## src/rtl/rlms_pkg.sv

```systemverilog
package rlms_pkg;

  // Matrix geometry defaults
  localparam int ROWS_DEF    = 12;
  localparam int COLUMNS_DEF = 16;
  localparam int PLANES      = 3;

  // Bits shifted per row, and per chain
  localparam int SHIFT_BITS = 16;
  localparam int CHAIN_BITS = 8;

  // Field widths
  localparam int CMD_W     = 2;
  localparam int ROW_W     = 4;
  localparam int COL_W     = 4;
  localparam int COL_END_W = 5;
  localparam int COLOR_W   = 3;
  localparam int CFG_IDX_W = 3;
  localparam int CFG_DATA_W = 16;
  localparam int WAIT_W    = 16;
  localparam int CLK_HI_W  = 8;

  // Command codes
  localparam logic [CMD_W-1:0] CMD_TICK  = 2'd0;
  localparam logic [CMD_W-1:0] CMD_PIXEL = 2'd1;
  localparam logic [CMD_W-1:0] CMD_SPAN  = 2'd2;
  localparam logic [CMD_W-1:0] CMD_CLEAR = 2'd3;

  // Configuration register indexes
  localparam logic [CFG_IDX_W-1:0] CFG_DWELL_RED   = 3'd0;
  localparam logic [CFG_IDX_W-1:0] CFG_DWELL_GREEN = 3'd1;
  localparam logic [CFG_IDX_W-1:0] CFG_DWELL_BLUE  = 3'd2;
  localparam logic [CFG_IDX_W-1:0] CFG_PLANE_GAP   = 3'd3;
  localparam logic [CFG_IDX_W-1:0] CFG_CLOCK_HIGH  = 3'd4;

  // Configuration reset values
  localparam logic [WAIT_W-1:0]   DWELL_RED_RST   = 16'd90;
  localparam logic [WAIT_W-1:0]   DWELL_GREEN_RST = 16'd200;
  localparam logic [WAIT_W-1:0]   DWELL_BLUE_RST  = 16'd180;
  localparam logic [WAIT_W-1:0]   PLANE_GAP_RST   = 16'd500;
  localparam logic [CLK_HI_W-1:0] CLOCK_HIGH_RST  = 8'd1;

  typedef struct packed {
    logic [WAIT_W-1:0]   dwell_red;
    logic [WAIT_W-1:0]   dwell_green;
    logic [WAIT_W-1:0]   dwell_blue;
    logic [WAIT_W-1:0]   plane_gap;
    logic [CLK_HI_W-1:0] clock_high;
  } cfg_t;

  typedef struct packed {
    logic             data_low;
    logic             data_high;
    logic             shift_clock;
    logic             latch;
    logic             blank;
    logic [ROW_W-1:0] row_select;
    logic             red_on;
    logic             green_on;
    logic             blue_on;
  } pin_t;

endpackage

```

## src/rtl/rlms_chan_if.sv

```systemverilog
interface rlms_in_if;
  logic                           valid;
  logic                           ready;
  logic [rlms_pkg::CMD_W-1:0]     cmd;
  logic [rlms_pkg::ROW_W-1:0]     row;
  logic [rlms_pkg::COL_W-1:0]     column_start;
  logic [rlms_pkg::COL_END_W-1:0] column_end;
  logic [rlms_pkg::COLOR_W-1:0]   color;

  modport source (output valid, cmd, row, column_start, column_end, color, input ready);
  modport sink   (input valid, cmd, row, column_start, column_end, color, output ready);
endinterface

interface rlms_out_if;
  logic                       valid;
  logic                       ready;
  logic                       status;
  logic                       serial_data_low;
  logic                       serial_data_high;
  logic                       shift_clock;
  logic                       latch;
  logic                       blank;
  logic [rlms_pkg::ROW_W-1:0] row_select;
  logic                       red_on;
  logic                       green_on;
  logic                       blue_on;

  modport source (output valid, status, serial_data_low, serial_data_high, shift_clock,
                  latch, blank, row_select, red_on, green_on, blue_on, input ready);
  modport sink   (input valid, status, serial_data_low, serial_data_high, shift_clock,
                  latch, blank, row_select, red_on, green_on, blue_on, output ready);
endinterface

```

## src/rtl/rlms_ram.sv

```systemverilog
module rlms_ram #(
  parameter int WIDTH = 48,
  parameter int DEPTH = 12
) (
  input  logic                                 clk,
  input  logic                                 we,
  input  logic [(DEPTH > 1 ? $clog2(DEPTH) : 1)-1:0] waddr,
  input  logic [WIDTH-1:0]                     wdata,
  input  logic [(DEPTH > 1 ? $clog2(DEPTH) : 1)-1:0] raddr,
  output logic [WIDTH-1:0]                     rdata
);

  logic [WIDTH-1:0] mem [DEPTH];

  always_ff @(posedge clk) begin
    if (we) begin
      mem[waddr] <= wdata;
    end
    rdata <= mem[raddr];
  end

endmodule

```

## src/rtl/rlms_store.sv

```systemverilog
module rlms_store #(
  parameter int ROWS    = rlms_pkg::ROWS_DEF,
  parameter int COLUMNS = rlms_pkg::COLUMNS_DEF
) (
  input  logic [rlms_pkg::CMD_W-1:0]     cmd,
  input  logic [rlms_pkg::ROW_W-1:0]     row,
  input  logic [rlms_pkg::COL_W-1:0]     column_start,
  input  logic [rlms_pkg::COL_END_W-1:0] column_end,
  input  logic [rlms_pkg::COLOR_W-1:0]   color,
  input  logic [rlms_pkg::PLANES*COLUMNS-1:0] old_word,
  output logic                           err,
  output logic [rlms_pkg::PLANES*COLUMNS-1:0] new_word
);

  localparam int CW = 7;

  logic [rlms_pkg::COL_END_W-1:0] end_col;
  logic [CW-1:0]                  start_w;
  logic [CW-1:0]                  end_w;
  logic [COLUMNS-1:0]             mask;
  logic                           row_bad;
  logic                           start_bad;
  logic                           span_bad;

  // Pixel write covers exactly one column
  assign end_col = (cmd == rlms_pkg::CMD_PIXEL) ?
                   rlms_pkg::COL_END_W'({1'b0, column_start} + 5'd1) : column_end;
  assign start_w = CW'(column_start);
  assign end_w   = CW'(end_col);

  assign row_bad   = {1'b0, row} >= 5'(ROWS);
  assign start_bad = start_w >= CW'(COLUMNS);
  assign span_bad  = (end_w > CW'(COLUMNS)) || (end_w <= start_w);

  always_comb begin
    err = 1'b0;
    case (cmd)
      rlms_pkg::CMD_PIXEL: err = row_bad || start_bad;
      rlms_pkg::CMD_SPAN:  err = row_bad || start_bad || span_bad;
      default:             err = 1'b0;
    endcase
  end

  always_comb begin
    for (int c = 0; c < COLUMNS; c++) begin
      mask[c] = (CW'(c) >= start_w) && (CW'(c) < end_w);
    end
  end

  // Set or drop the masked columns in each plane by its color bit
  always_comb begin
    for (int p = 0; p < rlms_pkg::PLANES; p++) begin
      if (color[p]) begin
        new_word[p*COLUMNS +: COLUMNS] = old_word[p*COLUMNS +: COLUMNS] | mask;
      end else begin
        new_word[p*COLUMNS +: COLUMNS] = old_word[p*COLUMNS +: COLUMNS] & ~mask;
      end
    end
  end

endmodule

```

## src/rtl/rlms_scan.sv

```systemverilog
module rlms_scan #(
  parameter int ROWS    = rlms_pkg::ROWS_DEF,
  parameter int COLUMNS = rlms_pkg::COLUMNS_DEF
) (
  input  logic                                clk,
  input  logic                                rst_n,
  input  logic                                step,
  input  rlms_pkg::cfg_t                      cfg,
  input  logic [rlms_pkg::PLANES*COLUMNS-1:0] row_word,
  output logic [(ROWS > 1 ? $clog2(ROWS) : 1)-1:0] scan_addr,
  output rlms_pkg::pin_t                      pins
);

  localparam int AW = ROWS > 1 ? $clog2(ROWS) : 1;
  localparam int SB = rlms_pkg::SHIFT_BITS;

  localparam logic [1:0] PLANE_RED   = 2'd0;
  localparam logic [1:0] PLANE_GREEN = 2'd1;
  localparam logic [1:0] PLANE_BLUE  = 2'd2;

  typedef enum logic [2:0] {
    PH_LOAD, PH_CLK_HIGH, PH_HOLD, PH_CLK_LOW, PH_LATCH, PH_SHOW, PH_DWELL, PH_GAP
  } phase_t;

  phase_t                       phase_r, phase_nxt;
  logic [1:0]                   plane_r, plane_nxt;
  logic [rlms_pkg::ROW_W-1:0]   row_r, row_nxt;
  logic [2:0]                   bit_r, bit_nxt;
  logic [rlms_pkg::WAIT_W-1:0]  wait_r, wait_nxt;
  logic [SB-1:0]                bits_r, bits_nxt;
  rlms_pkg::pin_t               pins_r, pins_nxt;

  logic [1:0]                   plane_sat;
  logic [COLUMNS-1:0]           plane_word;
  logic [COLUMNS+SB-1:0]        plane_pad;
  logic [rlms_pkg::WAIT_W-1:0]  wait_dec;
  logic [rlms_pkg::WAIT_W-1:0]  dwell;
  logic [rlms_pkg::CLK_HI_W-1:0] high_n;
  logic                         end_row;
  logic                         end_plane;

  assign plane_sat  = (plane_r > PLANE_BLUE) ? PLANE_BLUE : plane_r;
  assign plane_word = row_word[plane_sat*COLUMNS +: COLUMNS];
  // Columns that do not exist shift out as zero
  assign plane_pad  = {{SB{1'b0}}, plane_word};
  assign wait_dec   = (wait_r == '0) ? '0 : wait_r - 1'b1;
  assign high_n     = (cfg.clock_high == '0) ? 8'd1 : cfg.clock_high;
  assign scan_addr  = AW'(rlms_pkg::ROW_W'(ROWS - 1) - row_r);
  assign pins       = pins_r;

  always_comb begin
    case (plane_sat)
      PLANE_RED:   dwell = cfg.dwell_red;
      PLANE_GREEN: dwell = cfg.dwell_green;
      default:     dwell = cfg.dwell_blue;
    endcase
  end

  always_comb begin
    phase_nxt = phase_r;
    plane_nxt = plane_r;
    row_nxt   = row_r;
    bit_nxt   = bit_r;
    wait_nxt  = wait_r;
    bits_nxt  = bits_r;
    pins_nxt  = pins_r;
    end_row   = 1'b0;
    end_plane = 1'b0;
    case (phase_r)
      PH_LOAD: begin
        pins_nxt.red_on   = plane_sat == PLANE_RED;
        pins_nxt.green_on = plane_sat == PLANE_GREEN;
        pins_nxt.blue_on  = plane_sat == PLANE_BLUE;
        pins_nxt.latch    = 1'b0;
        bits_nxt  = plane_pad[SB-1:0];
        bit_nxt   = '0;
        phase_nxt = PH_CLK_HIGH;
      end
      PH_CLK_HIGH: begin
        pins_nxt.data_low    = bits_r[{1'b0, bit_r}];
        pins_nxt.data_high   = bits_r[{1'b1, bit_r}];
        pins_nxt.shift_clock = 1'b1;
        if (high_n == 8'd1) begin
          phase_nxt = PH_CLK_LOW;
        end else begin
          wait_nxt  = rlms_pkg::WAIT_W'(high_n - 8'd1);
          phase_nxt = PH_HOLD;
        end
      end
      PH_HOLD: begin
        wait_nxt = wait_dec;
        if (wait_dec == '0) begin
          phase_nxt = PH_CLK_LOW;
        end
      end
      PH_CLK_LOW: begin
        pins_nxt.shift_clock = 1'b0;
        if (bit_r == 3'd7) begin
          bit_nxt   = '0;
          phase_nxt = PH_LATCH;
        end else begin
          bit_nxt   = bit_r + 3'd1;
          phase_nxt = PH_CLK_HIGH;
        end
      end
      PH_LATCH: begin
        pins_nxt.blank      = 1'b1;
        pins_nxt.latch      = 1'b1;
        pins_nxt.row_select = row_r;
        phase_nxt = PH_SHOW;
      end
      PH_SHOW: begin
        pins_nxt.blank = 1'b0;
        if (dwell == '0) begin
          end_row = 1'b1;
        end else begin
          wait_nxt  = dwell;
          phase_nxt = PH_DWELL;
        end
      end
      PH_DWELL: begin
        wait_nxt = wait_dec;
        end_row  = wait_dec == '0;
      end
      default: begin
        wait_nxt  = wait_dec;
        end_plane = wait_dec == '0;
      end
    endcase

    // Advance to the next row, or finish the plane after the last one
    if (end_row) begin
      if ({1'b0, row_r} + 5'd1 >= 5'(ROWS)) begin
        row_nxt = '0;
        if (cfg.plane_gap == '0) begin
          end_plane = 1'b1;
        end else begin
          wait_nxt  = cfg.plane_gap;
          phase_nxt = PH_GAP;
        end
      end else begin
        row_nxt   = row_r + 1'b1;
        phase_nxt = PH_LOAD;
      end
    end
    if (end_plane) begin
      plane_nxt = (plane_r >= PLANE_BLUE) ? PLANE_RED : plane_r + 2'd1;
      phase_nxt = PH_LOAD;
    end
  end

  always_ff @(posedge clk) begin
    if (!rst_n) begin
      phase_r <= PH_LOAD;
      plane_r <= PLANE_RED;
      row_r   <= '0;
      bit_r   <= '0;
      wait_r  <= '0;
      bits_r  <= '0;
      pins_r  <= '{data_low: 1'b0, data_high: 1'b0, shift_clock: 1'b0, latch: 1'b0,
                   blank: 1'b1, row_select: '0, red_on: 1'b0, green_on: 1'b0,
                   blue_on: 1'b0};
    end else if (step) begin
      phase_r <= phase_nxt;
      plane_r <= plane_nxt;
      row_r   <= row_nxt;
      bit_r   <= bit_nxt;
      wait_r  <= wait_nxt;
      bits_r  <= bits_nxt;
      pins_r  <= pins_nxt;
    end
  end

endmodule

```

## src/rtl/rgb_led_matrix_scan.sv

```systemverilog
// Scan controller for a multiplexed RGB LED matrix of ROWS x COLUMNS pixels. The frame store
// is a one-port-write, one-port-read RAM with one row per entry, holding the red, green and
// blue bits of every column of that row; a valid flag per row (flip-flops) makes rows read as
// off after reset and after a clear, so neither needs a sweep through the RAM. Every transfer
// on the input channel is one command: tick (advance the scan one phase), write pixel, write
// row span, or clear all. Each command produces exactly one result: the status bit and the
// pin levels after the command. The transfer cycle reads the addressed row from the RAM (the
// row the scan loads next for a tick, the target row for a write); the execute state then
// merges, writes back and steps the scan: a read-modify-write of that row through the RAM.
// The result sits in an output register, so the next command is taken while it waits; a new
// result is held back only while that register is still full. Configuration writes on the
// cfg_ port are taken any time the block is idle; indexes beyond the register list are dropped.
module rgb_led_matrix_scan #(
  parameter int ROWS    = rlms_pkg::ROWS_DEF,
  parameter int COLUMNS = rlms_pkg::COLUMNS_DEF
) (
  input  logic                              clk,
  input  logic                              rst_n,
  rlms_in_if.sink                           in_ch,
  rlms_out_if.source                        out_ch,
  input  logic                              cfg_we,
  input  logic [rlms_pkg::CFG_IDX_W-1:0]    cfg_index,
  input  logic [rlms_pkg::CFG_DATA_W-1:0]   cfg_data
);

  localparam int AW = ROWS > 1 ? $clog2(ROWS) : 1;
  localparam int WW = rlms_pkg::PLANES * COLUMNS;

  typedef enum logic {ST_IDLE, ST_EXEC} state_t;

  state_t                         state_r, state_nxt;
  logic [rlms_pkg::CMD_W-1:0]     cmd_r;
  logic [rlms_pkg::ROW_W-1:0]     row_r;
  logic [rlms_pkg::COL_W-1:0]     col_start_r;
  logic [rlms_pkg::COL_END_W-1:0] col_end_r;
  logic [rlms_pkg::COLOR_W-1:0]   color_r;
  logic [AW-1:0]                  addr_r;
  logic [ROWS-1:0]                row_valid_r;
  logic                           out_valid_r;
  logic                           status_r;
  rlms_pkg::cfg_t                 cfg_r;

  logic                           in_xfer;
  logic                           exec_go;
  logic                           is_write;
  logic [AW-1:0]                  rd_addr;
  logic [AW-1:0]                  ram_raddr;
  logic [AW-1:0]                  scan_addr;
  logic [WW-1:0]                  ram_rdata;
  logic [WW-1:0]                  old_word;
  logic [WW-1:0]                  new_word;
  logic                           err;
  logic                           ram_we;
  rlms_pkg::pin_t                 pins;

  // Take a command only between executions; the read is issued in the transfer cycle
  assign in_ch.ready = state_r == ST_IDLE;
  assign in_xfer     = in_ch.valid && in_ch.ready;

  // Execute once the output register is free or being emptied in this cycle
  assign exec_go  = (state_r == ST_EXEC) && (!out_valid_r || out_ch.ready);
  assign is_write = (cmd_r == rlms_pkg::CMD_PIXEL) || (cmd_r == rlms_pkg::CMD_SPAN);
  assign ram_we   = exec_go && is_write && !err;

  // Out-of-range rows point at entry 0; the write is rejected anyway
  always_comb begin
    if (in_ch.cmd == rlms_pkg::CMD_TICK) begin
      rd_addr = scan_addr;
    end else if ({1'b0, in_ch.row} < 5'(ROWS)) begin
      rd_addr = in_ch.row[AW-1:0];
    end else begin
      rd_addr = '0;
    end
  end

  // Hold the read on the latched row while an execution waits for the output register
  assign ram_raddr = (state_r == ST_IDLE) ? rd_addr : addr_r;

  // Rows never written since reset or the last clear read as all off
  assign old_word = row_valid_r[addr_r] ? ram_rdata : '0;

  rlms_ram #(
    .WIDTH (WW),
    .DEPTH (ROWS)
  ) u_frame (
    .clk   (clk),
    .we    (ram_we),
    .waddr (addr_r),
    .wdata (new_word),
    .raddr (ram_raddr),
    .rdata (ram_rdata)
  );

  rlms_store #(
    .ROWS    (ROWS),
    .COLUMNS (COLUMNS)
  ) u_store (
    .cmd          (cmd_r),
    .row          (row_r),
    .column_start (col_start_r),
    .column_end   (col_end_r),
    .color        (color_r),
    .old_word     (old_word),
    .err          (err),
    .new_word     (new_word)
  );

  rlms_scan #(
    .ROWS    (ROWS),
    .COLUMNS (COLUMNS)
  ) u_scan (
    .clk       (clk),
    .rst_n     (rst_n),
    .step      (exec_go && (cmd_r == rlms_pkg::CMD_TICK)),
    .cfg       (cfg_r),
    .row_word  (old_word),
    .scan_addr (scan_addr),
    .pins      (pins)
  );

  always_comb begin
    state_nxt = state_r;
    case (state_r)
      ST_IDLE: if (in_xfer) state_nxt = ST_EXEC;
      ST_EXEC: if (exec_go) state_nxt = ST_IDLE;
      default: state_nxt = ST_IDLE;
    endcase
  end

  // Control state, store valid flags and the output register
  always_ff @(posedge clk) begin
    if (!rst_n) begin
      state_r     <= ST_IDLE;
      row_valid_r <= '0;
      out_valid_r <= 1'b0;
      status_r    <= 1'b0;
    end else begin
      state_r <= state_nxt;
      if (exec_go) begin
        out_valid_r <= 1'b1;
        status_r    <= err;
      end else if (out_ch.ready) begin
        out_valid_r <= 1'b0;
      end
      if (exec_go && (cmd_r == rlms_pkg::CMD_CLEAR)) begin
        row_valid_r <= '0;
      end else if (ram_we) begin
        row_valid_r[addr_r] <= 1'b1;
      end
    end
  end

  // Hold the command fields and read address for the execute cycle
  always_ff @(posedge clk) begin
    if (in_xfer) begin
      cmd_r       <= in_ch.cmd;
      row_r       <= in_ch.row;
      col_start_r <= in_ch.column_start;
      col_end_r   <= in_ch.column_end;
      color_r     <= in_ch.color;
      addr_r      <= rd_addr;
    end
  end

  // Configuration registers
  always_ff @(posedge clk) begin
    if (!rst_n) begin
      cfg_r.dwell_red   <= rlms_pkg::DWELL_RED_RST;
      cfg_r.dwell_green <= rlms_pkg::DWELL_GREEN_RST;
      cfg_r.dwell_blue  <= rlms_pkg::DWELL_BLUE_RST;
      cfg_r.plane_gap   <= rlms_pkg::PLANE_GAP_RST;
      cfg_r.clock_high  <= rlms_pkg::CLOCK_HIGH_RST;
    end else if (cfg_we) begin
      case (cfg_index)
        rlms_pkg::CFG_DWELL_RED:   cfg_r.dwell_red   <= cfg_data;
        rlms_pkg::CFG_DWELL_GREEN: cfg_r.dwell_green <= cfg_data;
        rlms_pkg::CFG_DWELL_BLUE:  cfg_r.dwell_blue  <= cfg_data;
        rlms_pkg::CFG_PLANE_GAP:   cfg_r.plane_gap   <= cfg_data;
        rlms_pkg::CFG_CLOCK_HIGH:  cfg_r.clock_high  <= cfg_data[rlms_pkg::CLK_HI_W-1:0];
        default: ;
      endcase
    end
  end

  // Pins change only when a result is loaded, so they stand as part of the output register
  assign out_ch.valid            = out_valid_r;
  assign out_ch.status           = status_r;
  assign out_ch.serial_data_low  = pins.data_low;
  assign out_ch.serial_data_high = pins.data_high;
  assign out_ch.shift_clock      = pins.shift_clock;
  assign out_ch.latch            = pins.latch;
  assign out_ch.blank            = pins.blank;
  assign out_ch.row_select       = pins.row_select;
  assign out_ch.red_on           = pins.red_on;
  assign out_ch.green_on         = pins.green_on;
  assign out_ch.blue_on          = pins.blue_on;

endmodule

```

## src/flat_wrapper.sv

```systemverilog
// flat-port wrapper written by rule: the top's interface ports become plain ports
module rgb_led_matrix_scan_flat 
#(
  parameter int ROWS    = rlms_pkg::ROWS_DEF,
  parameter int COLUMNS = rlms_pkg::COLUMNS_DEF
)
  (clk, rst_n, cfg_we, cfg_index, cfg_data, in_ch_valid, in_ch_cmd, in_ch_row, in_ch_column_start, in_ch_column_end, in_ch_color, in_ch_ready, out_ch_valid, out_ch_status, out_ch_serial_data_low, out_ch_serial_data_high, out_ch_shift_clock, out_ch_latch, out_ch_blank, out_ch_row_select, out_ch_red_on, out_ch_green_on, out_ch_blue_on, out_ch_ready);
  rlms_in_if in_ch_i ();
  rlms_out_if out_ch_i ();
  input  logic clk;
  input  logic rst_n;
  input  logic cfg_we;
  input  logic [rlms_pkg::CFG_IDX_W-1:0] cfg_index;
  input  logic [rlms_pkg::CFG_DATA_W-1:0] cfg_data;
  input wire logic [$bits(in_ch_i.valid)-1:0] in_ch_valid;
  input wire logic [$bits(in_ch_i.cmd)-1:0] in_ch_cmd;
  input wire logic [$bits(in_ch_i.row)-1:0] in_ch_row;
  input wire logic [$bits(in_ch_i.column_start)-1:0] in_ch_column_start;
  input wire logic [$bits(in_ch_i.column_end)-1:0] in_ch_column_end;
  input wire logic [$bits(in_ch_i.color)-1:0] in_ch_color;
  output wire logic [$bits(in_ch_i.ready)-1:0] in_ch_ready;
  output wire logic [$bits(out_ch_i.valid)-1:0] out_ch_valid;
  output wire logic [$bits(out_ch_i.status)-1:0] out_ch_status;
  output wire logic [$bits(out_ch_i.serial_data_low)-1:0] out_ch_serial_data_low;
  output wire logic [$bits(out_ch_i.serial_data_high)-1:0] out_ch_serial_data_high;
  output wire logic [$bits(out_ch_i.shift_clock)-1:0] out_ch_shift_clock;
  output wire logic [$bits(out_ch_i.latch)-1:0] out_ch_latch;
  output wire logic [$bits(out_ch_i.blank)-1:0] out_ch_blank;
  output wire logic [$bits(out_ch_i.row_select)-1:0] out_ch_row_select;
  output wire logic [$bits(out_ch_i.red_on)-1:0] out_ch_red_on;
  output wire logic [$bits(out_ch_i.green_on)-1:0] out_ch_green_on;
  output wire logic [$bits(out_ch_i.blue_on)-1:0] out_ch_blue_on;
  input wire logic [$bits(out_ch_i.ready)-1:0] out_ch_ready;
  assign in_ch_i.valid = in_ch_valid;
  assign in_ch_i.cmd = in_ch_cmd;
  assign in_ch_i.row = in_ch_row;
  assign in_ch_i.column_start = in_ch_column_start;
  assign in_ch_i.column_end = in_ch_column_end;
  assign in_ch_i.color = in_ch_color;
  assign in_ch_ready = in_ch_i.ready;
  assign out_ch_valid = out_ch_i.valid;
  assign out_ch_status = out_ch_i.status;
  assign out_ch_serial_data_low = out_ch_i.serial_data_low;
  assign out_ch_serial_data_high = out_ch_i.serial_data_high;
  assign out_ch_shift_clock = out_ch_i.shift_clock;
  assign out_ch_latch = out_ch_i.latch;
  assign out_ch_blank = out_ch_i.blank;
  assign out_ch_row_select = out_ch_i.row_select;
  assign out_ch_red_on = out_ch_i.red_on;
  assign out_ch_green_on = out_ch_i.green_on;
  assign out_ch_blue_on = out_ch_i.blue_on;
  assign out_ch_i.ready = out_ch_ready;
  rgb_led_matrix_scan #(.ROWS(ROWS), .COLUMNS(COLUMNS)) u_core (.clk(clk), .rst_n(rst_n), .in_ch(in_ch_i), .out_ch(out_ch_i), .cfg_we(cfg_we), .cfg_index(cfg_index), .cfg_data(cfg_data));
endmodule
```

## config.mk

```make
export PLATFORM = sky130hd
export DESIGN_NAME = rgb_led_matrix_scan_flat
export DESIGN_NICKNAME = d
export VERILOG_FILES = /design/src/rtl/rlms_pkg.sv /design/src/rtl/rlms_chan_if.sv /design/src/rtl/rlms_ram.sv /design/src/rtl/rlms_store.sv /design/src/rtl/rlms_scan.sv /design/src/rtl/rgb_led_matrix_scan.sv /design/src/flat_wrapper.sv
export SDC_FILE = /design/constraint.sdc
export NUM_CORES = 1
export LEC_CHECK = 0
export BUFFER_PORTS_ARGS = -buffer_cell sky130_fd_sc_hd__buf_4
export CAP_MARGIN = 20
export CORE_MARGIN = 8
export CORE_UTILIZATION = 45
export CTS_BUF_LIST = sky130_fd_sc_hd__clkbuf_4 sky130_fd_sc_hd__clkbuf_8
export DETAILED_ROUTE_END_ITERATION = 8
export HOLD_SLACK_MARGIN = 0.05
export PLACE_DENSITY = 0.64
export SETUP_SLACK_MARGIN = 0.1
export SYNTH_ARGS = -nofsm -noshare
export SYNTH_HDL_FRONTEND = slang
export SYNTH_HIERARCHICAL = 1
export SYNTH_SLANG_ARGS = --single-unit
export TNS_END_PERCENT = 1
```

## constraint.sdc

```tcl
create_clock -name clk -period 15 [get_ports clk]
set_input_delay 2.25 -clock clk [delete_from_list [all_inputs] [get_ports clk]]
set_output_delay 2.25 -clock clk [all_outputs]
set_load 0.005 [all_outputs]
```

==> out/metrics.yaml <==
run_status:
  status: "completed"
pwr:
  vdd_drop_max_uv: 61.8
  swShare_pct: 23.1
  p_leak_nw: 12.3
  p_seq_share_pct: 52.2
  p_int_mw: 3.60
  p_comb_share_pct: 7.9
  p_switching_mw: 1.08
  p_clk_share_pct: 39.9
  powerDensity_nw_per_um2: 128
critical_path:
  end_kind: "flop"
  crit_path_start_kind: "flop"
  cp.arrival_ps: 5620
  cp_max_fo: 38
  worstSetupPathType: "flop to flop"
  worstPathRequired_ps: 15350
synth:
  syn_nets: 2280
  synthCells: 2218
  synth_area_um2: 32500
  ys_warn_count: 6
  synth.avg_cell_area_um2: 14.7
worst_hold_path:
  min_path_type: "flop to flop"
clock_network:
  post_cts.repair.setup_buffers: 0
  numCtsBuffers: 121
  cts_hold_buf: 0
  clockBufferDepth: 3
  cts_tree: "yes"
  clk_pin_slew_worst_paths_ps: 60
  cts-resized-gates: 0
  clockRootBuffer: "clkbuf_8"
  h-tree-depth: 3
  clkSinkCount: 787
  insertion_delay_ps: 740
cells_and_area:
  syn_to_final_growth_pct: 12.1
  layout-drive-gt1-share_pct: 20.3
  final_core_util_pct: 51.0
  nNetsFinal: 2352
sta:
  rsz0062_at_grt: "no"
  finalSetupTns_ps: 0
  worst_slack_ps: 9730
  hold_ws_ps: 456
  period_minus_slack_ps: 5270
  clock.fmax_ghz: 0.190
  drv_slew: 0
  hold_viol: 0
  slew-limit-headroom_pct: 21.8
  setup_viol: 0
  tightest_slew_ps: 1160
  finalCritPeriodShare_pct: 35.1
  skew_ps: 42.6
die:
  die_w_um: 285
  fp-row-count: 98
  die_h_um: 285
  start_util_pct: 45.5
  coreArea_um2: 71500
  ios: 57
  dieArea_um2: 81200
global_route:
  grt-ovfl-total: 0
  grt_pass1_vias: 19587
  grt_pass1_wl_mm: 122
  grt_use_total_pct: 19.5
  antenna_found_initial: 1
  grt_start_max_net_pins: 60
detailed_routing:
  wirelength_mm: 81.7
  drt_iter0_markers: 1727
  top_layer: "met4"
  via_per_inst: 5.91
  drt-pass1-iter-count: 5
  drc: 0
  wl_met3_mm: 5.38
  wl_met2_mm: 39.4
  routedWlPerCell_um: 24.4
  via_count: 19776
  postRouteAntennaNets: 0
  wl_met1_mm: 34.4
place:
  place.gp.congestion: 0.886
  numPortBuffers: 56
  dp_hpwl_mm: 44.3
  post-place-ws_ps: 9390
job:
  drv_cap: 0
sequential cells by signal, indices dropped and copies added (netlist names), 4 cells and up:
register / cells
u_core/u_frame/mem: 576
u_core/cfg_r: 72
u_core/u_frame/rdata: 48
u_core/u_scan/bits_r: 16
u_core/u_scan/wait_r: 16
u_core/row_valid_r: 12
u_core/u_scan/pins: 12
u_core/col_end_r: 5
u_core/addr_r: 4
u_core/col_start_r: 4
u_core/u_scan/row_r: 4
through the flow:
stage                     std cells  power [mW]  area [um2]
after floorplan                2218        2.74       32500
after global placement         3117        2.85       33900
after detailed placement       3117        2.86       33900
after CTS                      3346        4.72       36500
after global routing           3348        4.85       36500
final                          3348        4.68       36500
worst paths after layout:
| kind | slack [ps] | end | start | cells past startpoint |
|---|---|---|---|---|
| worst max-delay path | 9730 | u_core/u_frame/mem[1][44] | u_core/cmd_r[1] | 16 |
| worst min-delay path | 460 | u_core/cfg_r[68] | u_core/cfg_r[68] | 2 |
| worst max register to register | 9730 | u_core/u_frame/mem[1][44] | u_core/cmd_r[1] | 16 |
| worst min register to register | 460 | u_core/cfg_r[68] | u_core/cfg_r[68] | 2 |
worst max-delay path, stage by stage (launching register included):
cell       delay [ps]
edfxtp_1          470
inv_1              90
ha_1              520
nor2b_1           260
mux2_4            210
nor2_1             60
ha_1              320
nand2_1            50
o21ai_0           150
a311oi_1          120
o2bb2ai_1         210
nand2b_1          210
or3_1             360
inv_1             100
or3b_2            570
nor2_4            450
buf_4             710
routing by layer:
| metal | GRT usage [%] | vias to the layer above |
|---|---|---|
| li1 | - | 8756 |
| met2 | 32.0 | 759 |
| met4 | 6.80 | 0 |
| met1 | 26.1 | 10120 |
| met5 | 0 | - |
| met3 | 3.52 | 141 |
placed cells by master, fill, tap and decap left out, types with 7 or more instances in the layout:
cell type  count
edfxtp_1     596
nand2_1      251
dfxtp_1      189
mux2i_1      141
clkbuf_8     137
mux4_2       102
a21oi_1      101
buf_4         82
nor2_1        64
nor2b_1       58
o221ai_1      57
a22oi_1       54
o21ai_0       49
mux2_2        43
clkbuf_4      38
nand3_1       35
inv_1         31
clkinv_1      25
nor3_1        20
ha_1          20
clkinv_2      19
nand2b_1      17
nand3b_1      17
nor4_1        17
o21ai_1       14
a31oi_1       13
mux2_1        11
a22o_1        10
nor2_4        10
and2_1         8
nand4_1        7
a21o_1         7
power by group through the flow:
stage	Combinational (mW)	Clock, mW	Sequential [mW]
6_report	0.371	1.87	2.44
5_1_grt	0.402	2.00	2.44
4_1_cts	0.372	1.91	2.44
3_5_place_dp	0.372	0	2.49
3_3_place_gp	0.362	0	2.49
2_1_floorplan	0.273	0	2.47
final cells by class:
type	count	area, um2
fillers	5945	35000
flip-flops and latches	787	21700
multi-input cells	1264	10200
clock buffers	175	2170
well taps	950	1190
repair buffers	82	616
clock inverters	54	427
inverters	34	128
diodes	2	5.00
(Power assumes the default switching activity.)
